`src/hdl/bdpd_pkg.sv`:
```
// shared types and constants for the button debounce and press detect block
package bdpd_pkg;

  localparam int CFG_DATA_W = 16;
  localparam int CFG_IDX_W  = 2;

  // configuration register indexes
  typedef enum logic [CFG_IDX_W-1:0] {
    CFG_ACTIVE_LOW    = 2'd0,
    CFG_DEBOUNCE_MS   = 2'd1,
    CFG_LONG_PRESS_MS = 2'd2
  } cfg_idx_t;

  // reset values of the configuration registers
  localparam logic                  ACTIVE_LOW_RST    = 1'b1;
  localparam logic [CFG_DATA_W-1:0] DEBOUNCE_MS_RST   = 16'd50;
  localparam logic [CFG_DATA_W-1:0] LONG_PRESS_MS_RST = 16'd1000;

  typedef struct packed {
    logic       pin_level;
    logic [7:0] elapsed_ms;
    logic       clear_short;
    logic       clear_long;
  } in_word_t;

  typedef struct packed {
    logic pressed;
    logic short_press;
    logic long_press;
  } out_word_t;

  typedef struct packed {
    logic                  active_low;
    logic [CFG_DATA_W-1:0] debounce_ms;
    logic [CFG_DATA_W-1:0] long_press_ms;
  } cfg_t;

endpackage

```
`src/hdl/bdpd_tracker.sv`:
```
// debounce and press tracking state with its single-pass update
module bdpd_tracker import bdpd_pkg::*; #(
  parameter int TIME_BITS = 16
) (
  input  logic      clk,
  input  logic      rst,
  input  logic      en,
  input  in_word_t  word,
  input  cfg_t      cfg,
  output out_word_t result
);

  localparam int CMP_W = (TIME_BITS > CFG_DATA_W) ? TIME_BITS : CFG_DATA_W;

  logic                 raw_prev, raw_prev_next;
  logic                 stable_level, stable_level_next;
  logic [TIME_BITS-1:0] since_change, since_change_next;
  logic [TIME_BITS-1:0] since_press, since_press_next;
  logic                 long_armed, long_armed_next;
  logic                 short_flag, short_flag_next;
  logic                 long_flag, long_flag_next;

  logic                 reading;
  logic [TIME_BITS:0]   sc_sum, sp_sum;
  logic [TIME_BITS-1:0] sc_add, sp_add;
  logic [CMP_W-1:0]     deb_x, lp_x, sp_x, sc_x;

  always_comb begin
    reading = cfg.active_low ? word.pin_level : ~word.pin_level;

    // saturating adds of the sample interval
    sc_sum = {1'b0, since_change} + (TIME_BITS+1)'(word.elapsed_ms);
    sp_sum = {1'b0, since_press} + (TIME_BITS+1)'(word.elapsed_ms);
    sc_add = sc_sum[TIME_BITS] ? '1 : sc_sum[TIME_BITS-1:0];
    sp_add = sp_sum[TIME_BITS] ? '1 : sp_sum[TIME_BITS-1:0];

    deb_x = CMP_W'(cfg.debounce_ms);
    lp_x  = CMP_W'(cfg.long_press_ms);

    short_flag_next   = short_flag & ~word.clear_short;
    long_flag_next    = long_flag & ~word.clear_long;
    since_change_next = sc_add;
    since_press_next  = sp_add;
    long_armed_next   = long_armed;
    raw_prev_next     = raw_prev;

    sp_x = CMP_W'(sp_add);
    if (reading != raw_prev) begin
      since_change_next = '0;
      if (!reading && raw_prev) begin
        // press edge
        long_armed_next  = 1'b1;
        since_press_next = '0;
      end else if (sp_x > deb_x && sp_x < lp_x) begin
        short_flag_next = 1'b1;
      end
      raw_prev_next = reading;
    end

    // long press check sees the stable level from before this update
    sp_x = CMP_W'(since_press_next);
    if (!stable_level && sp_x >= lp_x && long_armed_next) begin
      long_flag_next  = 1'b1;
      long_armed_next = 1'b0;
    end

    sc_x = CMP_W'(since_change_next);
    stable_level_next = (sc_x > deb_x) ? reading : stable_level;

    result.pressed     = ~stable_level_next;
    result.short_press = short_flag_next;
    result.long_press  = long_flag_next;
  end

  always_ff @(posedge clk) begin
    if (rst) begin
      raw_prev     <= 1'b0;
      stable_level <= 1'b1;
      since_change <= '0;
      since_press  <= '0;
      long_armed   <= 1'b0;
      short_flag   <= 1'b0;
      long_flag    <= 1'b0;
    end else if (en) begin
      raw_prev     <= raw_prev_next;
      stable_level <= stable_level_next;
      since_change <= since_change_next;
      since_press  <= since_press_next;
      long_armed   <= long_armed_next;
      short_flag   <= short_flag_next;
      long_flag    <= long_flag_next;
    end
  end

  a_long_needs_stable_press: assert property (@(posedge clk) disable iff (rst)
    $rose(long_flag) |-> !$past(stable_level))
    else $error("long press flag set without a stable press");

  a_long_disarms: assert property (@(posedge clk) disable iff (rst)
    $rose(long_flag) |-> !long_armed)
    else $error("long press left armed after firing");

  a_flags_move_on_update: assert property (@(posedge clk) disable iff (rst)
    ($rose(short_flag) || $rose(long_flag)) |-> $past(en))
    else $error("press flag changed without an update");

endmodule

```
`src/hdl/button_debounce_press_detect_core.sv`:
```
// top level of the button debounce and press detect block
//
// usage
//   in channel: one word per raw pin sample (pin level, ms since the last
//   sample, clear bits for the short and long press flags); accepted at a
//   clock edge with in_valid high and in_stall low
//   out channel: exactly one word per input word (debounced pressed level,
//   short press flag, long press flag), in order; taken at a clock edge
//   with out_valid high and out_stall low
//   cfg port: cfg_we writes cfg_data into the register picked by
//   cfg_index (active_low, debounce_ms, long_press_ms); write only while
//   no word is in flight; unused indexes are ignored
// timing
//   a word passes the input register, then one pass of compares and
//   saturating adds into the result register
//   throughput is one word per cycle while out_stall is low; with a result
//   stalled, the input register takes one word if empty, then holds it
// reset
//   rst (synchronous) empties both registers, loads the register defaults
//   (active low, 50 ms, 1000 ms) and puts the tracker at released level
// stall
//   a stalled result holds; in_stall rises only when both registers are full
module button_debounce_press_detect_core import bdpd_pkg::*; #(
  parameter int TIME_BITS = 16
) (
  input  logic                  clk,
  input  logic                  rst,
  input  logic                  in_valid,
  output logic                  in_stall,
  input  in_word_t              in_data,
  output logic                  out_valid,
  input  logic                  out_stall,
  output out_word_t             out_data,
  input  logic                  cfg_we,
  input  logic [CFG_IDX_W-1:0]  cfg_index,
  input  logic [CFG_DATA_W-1:0] cfg_data
);

  // configuration registers
  cfg_t      cfg;

  // input register
  logic      in_q_valid;
  in_word_t  in_q;

  // pipeline control
  logic      advance;   // result register can load this cycle
  logic      update;    // an input word is processed this cycle
  out_word_t result;

  assign advance  = !out_valid || !out_stall;
  assign update   = advance && in_q_valid;
  // input register frees up when its word moves on
  assign in_stall = in_q_valid && !advance;

  always_ff @(posedge clk) begin
    if (rst) begin
      cfg.active_low    <= ACTIVE_LOW_RST;
      cfg.debounce_ms   <= DEBOUNCE_MS_RST;
      cfg.long_press_ms <= LONG_PRESS_MS_RST;
    end else if (cfg_we) begin
      unique case (cfg_index)
        CFG_ACTIVE_LOW:    cfg.active_low    <= cfg_data[0];
        CFG_DEBOUNCE_MS:   cfg.debounce_ms   <= cfg_data;
        CFG_LONG_PRESS_MS: cfg.long_press_ms <= cfg_data;
        default: ;
      endcase
    end
  end

  // input register: loads whenever it is empty or its word moves on
  always_ff @(posedge clk) begin
    if (rst) begin
      in_q_valid <= 1'b0;
    end else if (!in_stall) begin
      in_q_valid <= in_valid;
    end
  end

  always_ff @(posedge clk) begin
    if (!in_stall && in_valid) begin
      in_q <= in_data;
    end
  end

  bdpd_tracker #(
    .TIME_BITS(TIME_BITS)
  ) u_tracker (
    .clk    (clk),
    .rst    (rst),
    .en     (update),
    .word   (in_q),
    .cfg    (cfg),
    .result (result)
  );

  // result register
  always_ff @(posedge clk) begin
    if (rst) begin
      out_valid <= 1'b0;
    end else if (advance) begin
      out_valid <= in_q_valid;
    end
  end

  always_ff @(posedge clk) begin
    if (update) begin
      out_data <= result;
    end
  end

  a_stall_only_when_full: assert property (@(posedge clk)
    in_stall |-> (in_q_valid && out_valid && out_stall))
    else $error("input stalled with room in the pipeline");

  a_empty_after_reset: assert property (@(posedge clk)
    $past(rst) |-> (!out_valid && !in_q_valid))
    else $error("pipeline not empty after reset");

  a_update_makes_result: assert property (@(posedge clk) disable iff (rst)
    update |=> out_valid)
    else $error("processed word produced no result");

  a_held_word_kept: assert property (@(posedge clk) disable iff (rst)
    (in_q_valid && !advance) |=> in_q_valid)
    else $error("waiting input word dropped");

endmodule
```
`config.mk`:
```
export PLATFORM = sky130hd
export DESIGN_NAME = button_debounce_press_detect_core
export DESIGN_NICKNAME = d
export VERILOG_FILES = /design/src/hdl/bdpd_pkg.sv /design/src/hdl/bdpd_tracker.sv /design/src/hdl/button_debounce_press_detect_core.sv
export SDC_FILE = /design/constraint.sdc
export NUM_CORES = 1
export LEC_CHECK = 0
export BUFFER_PORTS_ARGS = -buffer_cell sky130_fd_sc_hd__buf_2
export CAP_MARGIN = 10
export CORE_MARGIN = 3
export CORE_UTILIZATION = 30
export CTS_CLUSTER_DIAMETER = 60
export DETAILED_ROUTE_END_ITERATION = 7
export GPL_TIMING_DRIVEN = 0
export PLACE_DENSITY = 0.5
export SLEW_MARGIN = 40
export SYNTH_ARGS = -nofsm -noshare
export SYNTH_HDL_FRONTEND = slang
export SYNTH_SLANG_ARGS = --single-unit
```
`constraint.sdc`:
```
create_clock -name clk -period 3.6 [get_ports clk]
set_input_delay 0.18 -clock clk [delete_from_list [all_inputs] [get_ports clk]]
set_output_delay 0.18 -clock clk [all_outputs]
set_load 0.005 [all_outputs]
```
==> flow_metrics.tcl, run 1 <==
set metrics [dict create \
    power_density_nw_per_um2 348 \
    critical_path.max_fanout 4 \
    port_buffers 38 \
    cp.required_ps 3690 \
    power.total_w 0.00268 \
    wl_per_cell_um 17.7 \
    synth_edf_count 14 \
    min_from "in_data[9]" \
    ys_seq_area_share_pct 31.5 \
    die-area_um2 21400 \
    endpoint_kind "flop" \
    path_clk_slew_ps 60 \
    drtPass1Iterations 5 \
    setup_violations 6 \
    worstReg2RegEnd "out_data[0]$_DFFE_PP_" \
    final-instance-count-excl-fill 1060 \
    fp.coreArea_um2 19000 \
    worstPathCellList "buf_4 -> ha_4 -> a21o_1 -> and4_4 -> o211ai_1 -> buf_4 -> a21oi_4 -> mux2i_4 -> and2_4 -> ha_4 -> nand4_1 -> a211oi_2 -> a221o_1 -> a21oi_4 -> o22ai_2" \
    wirelength_um 18800 \
    dp_cells 1003 \
    ir_drop_mv 0.234 \
    die-width_um 146 \
    min_period_ps 3770 \
    drt_iter0_drc 333 \
    crit_type "flop to flop" \
    worstMarginPinSlew_ps 786 \
    slew_viol_final 0 \
    rsz0062_at_grt "true" \
    multi_input_area_um2 4420 \
    nFillCells 1973 \
    grtUsageTotal_pct 17.0 \
    holdCritPathClass "input port to flop" \
    min_to "in_q[9]$_DFFE_PP_" \
    via_per_inst 5.20 \
    skew_ps 13.6 \
    run_status "finished with violations" \
    dpl.hpwl_um 13800 \
    gp_congestion 0.853 \
    syn_to_final_growth_pct 30.5 \
    regArea_um2 1860 \
    syn_area_um2 5920 \
    drive_above_1_share_pct 24.4 \
    syn-num-nets 821 \
    synthFlopType "dfxtp_1" \
    fp-row-count 50 \
    rr_startpoint "in_q[3]$_DFFE_PP_" \
    path_buf_inv 2 \
    vias 5507 \
    synth_seq_cells 86 \
    ios 39 \
    initial_core_util_pct 31.1 \
    max_cap_violations 0 \
    setup_slack_ps -169 \
    violations "negative setup slack" \
    reg2reg_depth 15 \
    nets 912 \
    cts-root-buf "clkbuf_16" \
    finalSetupTns_ps -632 \
    cts_tree "yes" \
    netlist_instances 705 \
    cts_buffer_depth 2 \
    first_global_vias 5090 \
    ant_nets 0 \
    worst_ep_arrival_time_ps 3860 \
    r2r_slack_ps -170 \
    antenna_cells 0 \
    clkLatencyLatePin_ps 350 \
    slowest_delay_ps 520 \
    syn_avg_cell_area_um2 8.39 \
    fin_crit_sh_pct 105 \
    drcViolationCount 0 \
    p_leak_nw 3.05 \
    grt_max_degree 15 \
    crit_path_top_delay_cell "edfxtp_1" \
    async_flop_share_pct 0 \
    crit_family "compound AO/OA/AOI/OAI gates" \
    yosys_warnings 0 \
    fmax_mhz 265 \
    antenna_found_initial 0 \
    grt_pass1_wl_um 28600 \
    hold_violations 0 \
    clock-sinks 86 \
    critPathLaunchType "flop" \
    grt_overflow 0 \
    die_h_um 146 \
    h-tree-depth 3 \
    hold_depth 1 \
    slew_headroom_pct 47.3 \
    cts_buffers 9 \
    synth.distinct_cells 66 \
]
-- cell usage after synthesis, types with 10 or more instances --
| cell type | count | share of area [%] |
|---|---|---|
| and2_1 | 10 | 1.1 |
| nor2_1 | 50 | 3.2 |
| a21o_1 | 12 | 1.5 |
| o21ai_0 | 31 | 2.6 |
| inv_1 | 48 | 3.0 |
| o211ai_1 | 17 | 2.2 |
| nand4_1 | 12 | 1.3 |
| nor3_1 | 14 | 1.2 |
| ha_1 | 80 | 17 |
| nand3_1 | 15 | 1.3 |
| a21oi_1 | 72 | 6.1 |
| xnor2_1 | 10 | 1.5 |
| a211oi_1 | 16 | 2.0 |
| nand2_1 | 99 | 6.3 |
| clkbuf_1 | 14 | 0.89 |
| dfxtp_1 | 72 | 24 |
| edfxtp_1 | 14 | 7.1 |
-- cell type report --
cell class,count,share of cell area (%)
timing repair buffer,81,6.82
clock inverter,3,0.324
sequential,86,24.1
buffer,20,1.20
multi-input combinational,549,57.3
clock buffer,12,3.61
tap,260,4.21
inverter,49,2.38
-- sequential cells by signal, indices dropped and copies added, names as in the netlist, 3 cells and up --
register                flops
cfg                        33
in_q                       11
out_data                    3
u_tracker.since_change     16
u_tracker.since_press      16
-- layout by cell type (no fill, tap or decap), types with 6 or more instances in the layout --
cell       Yosys  routed
ha_1          80      60
nand3_1       15      14
ha_4           0      18
buf_4          0      38
nand4_1       12      12
a211oi_1      16       7
and2_1        10       8
and3_1         8       7
o21a_1         8       7
clkbuf_16      0      11
inv_1         48      48
mux2i_1        9       6
a21oi_1       72      67
edfxtp_1      14      14
dfxtp_1       72      72
a21o_1        12      12
nor2_2         0       6
o211ai_1      17      17
o21ai_0       31      23
buf_2          1      39
xnor2_1       10       9
clkbuf_1      14      14
nor3_1        14      10
nor2_1        50      39
a211oi_2       2       8
nand2_1       99      95
-- cells by family after synthesis --
logic type | Yosys count | synth area share (%)
AND/OR/NAND/NOR | 237 | 18.7
buffers and inverters | 70 | 4.72
multiplexers | 12 | 2.09
flip-flops | 86 | 31.5
XOR/XNOR | 12 | 1.78
AO/OA/AOI/OAI | 206 | 23.7
adder cells (fa/ha/maj) | 82 | 17.6
-- report_power, final --
part | internal (W) | switching (W)
registers | 0.00102 | 0.0000313
clock network | 0.000552 | 0.000418
logic | 0.000275 | 0.000390
-- metal layers --
metal	routed length [µm]	share of wire, %	vias up	GRT usage (%)
met2	8190	44	118	25.2
met4	265	1.4	0	4.66
met1	9530	51	2615	25.1
met5	0	0	-	0
li1	-	-	2760	-
met3	821	4.4	14	3.04
-- how the worst max path moves through the flow --
stage                            startpoint                                  end  slack (ps)  cells after the start
after global routing      in_q[2]$_DFFE_PP_  u_tracker.stable_level$_SDFFE_PP1P_        -320                     16
after CTS                 in_q[6]$_DFFE_PP_  u_tracker.stable_level$_SDFFE_PP1P_        -140                     14
after floorplan           in_q[2]$_DFFE_PP_  u_tracker.stable_level$_SDFFE_PP1P_          30                     15
after global placement    in_q[2]$_DFFE_PP_                out_data[0]$_DFFE_PP_        -670                     14
final                     in_q[3]$_DFFE_PP_                out_data[0]$_DFFE_PP_        -170                     15
after detailed placement  in_q[2]$_DFFE_PP_                out_data[0]$_DFFE_PP_        -680                     14
-- timing repair --
| item | CTS | global route |
|---|---|---|
| setup buffers | 25 | 15 |
| hold buffers | 3 | 1 |
| pin swaps | 46 | 17 |
| setup endpoints to repair | 7 | 7 |
| gates resized for setup | 87 | 34 |
| hold endpoints to repair | 3 | 1 |
-- through the flow --
stage	worst slack (ps)	cell area [µm²]	hold slack [ps]	util [%]
2_1_floorplan	31.4	5920	279	-
3_3_place_gp	-669	6430	356	33.8
3_5_place_dp	-676	6440	358	33.8
4_1_cts	-139	7410	1.22	39.0
5_1_grt	-316	7720	1.51	40.6
6_report	-169	7720	15.1	40.6
Note: power is estimated with default switching activity, not from simulation.
==> run 2, diff against run 1 <==
--- a/config.mk
+++ b/config.mk
@@ -9,10 +9,12 @@
 export CAP_MARGIN = 10
 export CORE_MARGIN = 3
 export CORE_UTILIZATION = 30
+export CTS_BUF_LIST = sky130_fd_sc_hd__clkbuf_8
 export CTS_CLUSTER_DIAMETER = 60
 export DETAILED_ROUTE_END_ITERATION = 7
 export GPL_TIMING_DRIVEN = 0
 export PLACE_DENSITY = 0.5
+export RECOVER_POWER = 100
 export SLEW_MARGIN = 40
 export SYNTH_ARGS = -nofsm -noshare
 export SYNTH_HDL_FRONTEND = slang
==> run 2 against run 1 <==
Cell area is 0.57% higher; routed wire length is 0.10% higher; register-to-register slack worse by 20 ps; sequential share of layout area is 0.14 points lower; the flow still finishes with violations (negative setup slack); count of clock-buffer cells in the layout is 3 lower; clock power is 20% lower; worst hold slack better by 7.0 ps; largest power group unchanged; via count is 0.49% higher; critical path depth is 2 lower.
==> flow_metrics.tcl, run 2 (same netlist as run 1, synthesis figures left out) <==
set metrics [dict create \
    run_status "finished with violations" \
    violations "negative setup slack" \
    worstMarginPinSlew_ps 1240 \
    p_leak_nw 3.06 \
    power_density_nw_per_um2 324 \
    cts_tree "yes" \
    ant_nets 0 \
    antenna_found_initial 0 \
    max_cap_violations 0 \
    cp.required_ps 3880 \
    via_per_inst 5.17 \
    fmax_mhz 264 \
    grtUsageTotal_pct 17.2 \
    grt_overflow 0 \
    final-instance-count-excl-fill 1070 \
    wl_per_cell_um 17.6 \
    ios 39 \
    hold_violations 0 \
    worst_ep_arrival_time_ps 4070 \
    final_common_cell "nand2_1" \
    clkLatencyLatePin_ps 390 \
    r2r_slack_ps -190 \
    h-tree-depth 3 \
    ir_drop_mv 0.164 \
    grt_max_degree 15 \
    largest_reg_flops 33 \
    crit_type "flop to flop" \
    die-width_um 146 \
    top_regs "cfg: 33 flops, u_tracker.since_change: 16 flops, u_tracker.since_press: 16 flops" \
    grt_pass1_wl_um 29000 \
    clock-sinks 86 \
    critPathLaunchType "flop" \
    setup_violations 5 \
    die-area_um2 21400 \
    min_period_ps 3790 \
    critical_path.max_fanout 7 \
    regMostFlops "cfg" \
    port_buffers 38 \
    fp.coreArea_um2 19000 \
    dp_cells 1003 \
    cts_buffer_depth 2 \
    drt_iter0_drc 312 \
    finalSetupTns_ps -535 \
    endpoint_kind "flop" \
    gp_congestion 0.853 \
    syn_to_final_growth_pct 31.2 \
    dpl.hpwl_um 13800 \
    cts_buffers 9 \
    skew_ps 17.5 \
    slew_viol_final 0 \
    place_area_um2 6440 \
    final_cell_area_um2 7760 \
    slew_headroom_pct 16.9 \
    die_h_um 146 \
    path_clk_slew_ps 90 \
    vias 5534 \
    wirelength_um 18800 \
    drcViolationCount 0 \
    holdCritPathClass "input port to flop" \
    setup_slack_ps -191 \
    drtPass1Iterations 5 \
    final_cell_mix "96 x nand2_1, 72 x dfxtp_1, 66 x a21oi_1" \
    fin_crit_sh_pct 105 \
    cts-root-buf "clkbuf_8" \
    initial_core_util_pct 31.1 \
    fp-row-count 50 \
    drive_above_1_share_pct 24.7 \
    nFillCells 1972 \
    antenna_cells 0 \
    rsz0062_at_grt "true" \
    first_global_vias 5148 \
    nets 922 \
]
run 2: cell types whose count changed in the layout (fill, tap and decap cells not counted), sizes merged:
cell	previous run	this run
dlygate4sd3	4	11
clkbuf	26	29
buf	83	80
inv	48	49
bufinv	0	2
run 2: layer usage:
metal	up-vias	global-route usage (%)	wire, µm
li1	2773	-	-
met1	2624	25.5	9700
met2	121	25.8	8080
met3	16	3.04	736
met4	0	4.09	311
met5	-	0	0
run 2: path summary, 6_finish.rpt:
path | startpoint | endpoint | cells after the start
setup / recovery | in_q[6]$_DFFE_PP_ | u_tracker.stable_level$_SDFFE_PP1P_ | 13
hold / removal | in_valid | in_q_valid$_SDFFE_PP0N_ | 2
setup reg to reg | in_q[6]$_DFFE_PP_ | u_tracker.stable_level$_SDFFE_PP1P_ | 13
hold reg to reg | cfg[13]$_SDFFE_PP0P_ | cfg[13]$_SDFFE_PP0P_ | 2
run 2: layout make-up:
| cell class | instances | area, µm² | area share (%) |
|---|---|---|---|
| multi-input cells | 549 | 4470 | 57.5 |
| flip-flops and latches | 86 | 1860 | 24.0 |
| repair buffers | 91 | 622 | 8.01 |
| well taps | 260 | 325 | 4.19 |
| inverters | 49 | 184 | 2.37 |
| clock buffers | 9 | 124 | 1.60 |
| plain buffers | 20 | 91.3 | 1.18 |
| clock inverters | 6 | 88.8 | 1.14 |
run 2: where the power goes:
group	switching (W)	internal, W	total [W]
logic	0.000398	0.000290	0.000688
clock network	0.000390	0.000387	0.000777
registers	0.0000300	0.00102	0.00105
run 2: repair_timing:
| action | 4_1_cts | 5_1_grt |
|---|---|---|
| setup endpoints to repair | 7 | 7 |
| buffers inserted | 26 | 16 |
| resized for setup | 90 | 45 |
| endpoints found under the hold margin | 11 | 0 |
| hold buffers | 11 | 0 |
| cloned | 0 | 0 |
| pin swaps | 45 | 21 |
run 2: critical path, stage by stage (launching register included):
cell	delay [ps]
edfxtp_1	540
ha_4	360
and3_1	230
a221oi_4	100
a211oi_4	420
nor2b_4	310
a311oi_2	140
ha_1	330
nand2_2	80
nor4_4	290
a21boi_2	220
nor3b_2	70
o31a_1	290
a311o_1	310
run 2: per-stage QoR:
stage / setup WS (ps) / power [W] / utilization (%) / hold WS (ps)
floorplan: 31.4 / 0.00142 / - / 279
detailed placement: -676 / 0.00159 / 33.8 / 358
finish: -191 / 0.00251 / 40.8 / 22.1
CTS: -120 / 0.00247 / 39.1 / 9.18
global route: -309 / 0.00265 / 40.8 / 18.3
global placement: -669 / 0.00159 / 33.8 / 356
==> run 3, diff against run 2 <==
--- a/config.mk
+++ b/config.mk
@@ -15,6 +15,7 @@
 export GPL_TIMING_DRIVEN = 0
 export PLACE_DENSITY = 0.5
 export RECOVER_POWER = 100
+export SKIP_LAST_GASP = 1
 export SLEW_MARGIN = 40
 export SYNTH_ARGS = -nofsm -noshare
 export SYNTH_HDL_FRONTEND = slang
==> run 3 against run 2 <==
The run still ends with negative setup slack left; fmax decreased by 0.15%; first-iteration DRC count decreased by 6.1%; clock skew about the same; die area unchanged; cell area decreased by 0.15%; global-route usage unchanged; sequential share of layout area about the same; worst hold slack got worse by 2.2 ps; critical path type unchanged.
==> flow_metrics.tcl, run 3 (same netlist as run 1, synthesis figures left out) <==
set metrics [dict create \
    ir_drop_mv 0.163 \
    critPathLaunchType "flop" \
    grt_max_degree 15 \
    rsz0062_at_grt "true" \
    crit_type "flop to flop" \
    rr_startpoint "in_q[6]$_DFFE_PP_" \
    fp.coreArea_um2 19000 \
    regMostFlops "cfg" \
    nFillCells 1976 \
    grt_pass1_wl_um 29000 \
    clkLatencyLatePin_ps 390 \
    drive_above_1_share_pct 24.3 \
    wl_met3_um 760 \
    endpoint_kind "flop" \
    cts_buffer_depth 2 \
    hold_violations 0 \
    final_cell_mix "96 x nand2_1, 72 x dfxtp_1, 66 x a21oi_1" \
    setup_slack_ps -197 \
    violations "negative setup slack" \
    nets 922 \
    hold_depth 2 \
    final_util_pct 40.8 \
    min_period_ps 3800 \
    regArea_um2 1860 \
    worstReg2RegEnd "u_tracker.stable_level$_SDFFE_PP1P_" \
    path_clk_slew_ps 90 \
    grt_overflow 0 \
    min_from "in_valid" \
    setup_violations 5 \
    cts_buffers 9 \
    fin_crit_sh_pct 105 \
    die_h_um 146 \
    fmax_mhz 263 \
    final_common_cell "nand2_1" \
    die-area_um2 21400 \
    cts_tree "yes" \
    grtUsageTotal_pct 17.2 \
    highest_layer "met4" \
    max_cap_violations 0 \
    largest_reg_flops 33 \
    initial_core_util_pct 31.1 \
    place_ws_ps -676 \
    routed-wl-met2_um 8050 \
    min_to "in_q_valid$_SDFFE_PP0N_" \
    power_density_nw_per_um2 324 \
    dpl.hpwl_um 13800 \
    wl_met1_um 9660 \
    port_buffers 38 \
    run_status "finished with violations" \
    first_global_vias 5148 \
    worstMarginPinSlew_ps 1260 \
    top_regs "cfg: 33 flops, u_tracker.since_change: 16 flops, u_tracker.since_press: 16 flops" \
    clock-sinks 86 \
    h-tree-depth 3 \
    antenna_cells 0 \
    p_leak_nw 3.06 \
    drcViolationCount 0 \
    slew_viol_final 0 \
    critical_path.max_fanout 7 \
    drt_iter0_drc 293 \
    via_per_inst 5.16 \
    ant_nets 0 \
    worst_ep_arrival_time_ps 4070 \
    die-width_um 146 \
    syn_to_final_growth_pct 31.0 \
    multi_input_area_um2 4450 \
    ios 39 \
    holdCritPathClass "input port to flop" \
    reg2reg_depth 13 \
    cts-root-buf "clkbuf_8" \
    r2r_slack_ps -200 \
    wirelength_um 18800 \
    fp-row-count 50 \
    drtPass1Iterations 5 \
    antenna_found_initial 0 \
    cp.required_ps 3880 \
    power.total_w 0.00251 \
    slew_headroom_pct 15.7 \
    gp_congestion 0.853 \
    vias 5523 \
    skew_ps 18.0 \
    wl_per_cell_um 17.6 \
]
## run 3: cell types whose count changed in the layout (fill, tap and decap cells not counted)
cell     delta
and2_1      +2
and2_4      -2
ha_1        +1
ha_4        -1
nor2_2      -1
nor2_4      +1
nor3_1      +1
nor3_2      -1
o21ai_0     +1
o21ai_1     -1
o22ai_1     -1
o22ai_2     +1
## run 3: worst max-delay path by stage
| stage | from | slack [ps] | cells after the start | to |
|---|---|---|---|---|
| finish | in_q[6]$_DFFE_PP_ | -200 | 13 | u_tracker.stable_level$_SDFFE_PP1P_ |
| global route | in_q[5]$_DFFE_PP_ | -310 | 13 | u_tracker.stable_level$_SDFFE_PP1P_ |
| CTS | in_q[6]$_DFFE_PP_ | -120 | 14 | u_tracker.stable_level$_SDFFE_PP1P_ |
| detailed placement | in_q[2]$_DFFE_PP_ | -680 | 14 | out_data[0]$_DFFE_PP_ |
| global placement | in_q[2]$_DFFE_PP_ | -670 | 14 | out_data[0]$_DFFE_PP_ |
| floorplan | in_q[2]$_DFFE_PP_ | 30 | 15 | u_tracker.stable_level$_SDFFE_PP1P_ |
## run 3: metal layers
metal	vias to the layer above	global-route usage (%)
met5	-	0
met4	0	4.09
met3	20	3.04
met2	113	25.8
met1	2618	25.5
li1	2772	-
## run 3: layout make-up
cell class	count	share of cell area, %
inverters	49	2.37
clock buffers	9	1.60
clock inverters	6	1.15
repair buffers	91	8.02
flip-flops and latches	86	24.0
well taps	260	4.20
multi-input cells	549	57.5
plain buffers	20	1.18
## run 3: repair_timing
item	CTS	global route
endpoints found under the hold margin	11	0
endpoints found under the setup margin	7	7
setup buffers	26	16
cloned	0	0
hold buffers	11	0
resized for setup	88	44
pin swaps	45	25
## run 3: stage by stage
stage / hold slack (ps) / instance area (µm²) / TNS, ps / std cells
2_1_floorplan: 279 / 5920 / 0 / 705
3_3_place_gp: 356 / 6430 / -4030 / 1003
3_5_place_dp: 358 / 6440 / -3990 / 1003
4_1_cts: 9.18 / 7430 / -368 / 1054
5_1_grt: 18.3 / 7750 / -1420 / 1070
6_report: 19.8 / 7750 / -551 / 1070
## run 3: report_power, final
part           total, W  switching [W]  internal (W)
clock          0.000776       0.000389      0.000387
combinational  0.000686       0.000397      0.000289
sequential      0.00105      0.0000299       0.00102
## run 3: critical path: stages (launching register included)
cell and delay [ps]:
edfxtp_1 540, ha_4 360, and3_1 230, a221oi_4 100
a211oi_4 420, nor2b_4 310, a311oi_2 140, ha_1 330
nand2_2 80, nor4_4 290, a21boi_2 220, nor3b_2 70
o31a_1 290, a311o_1 310
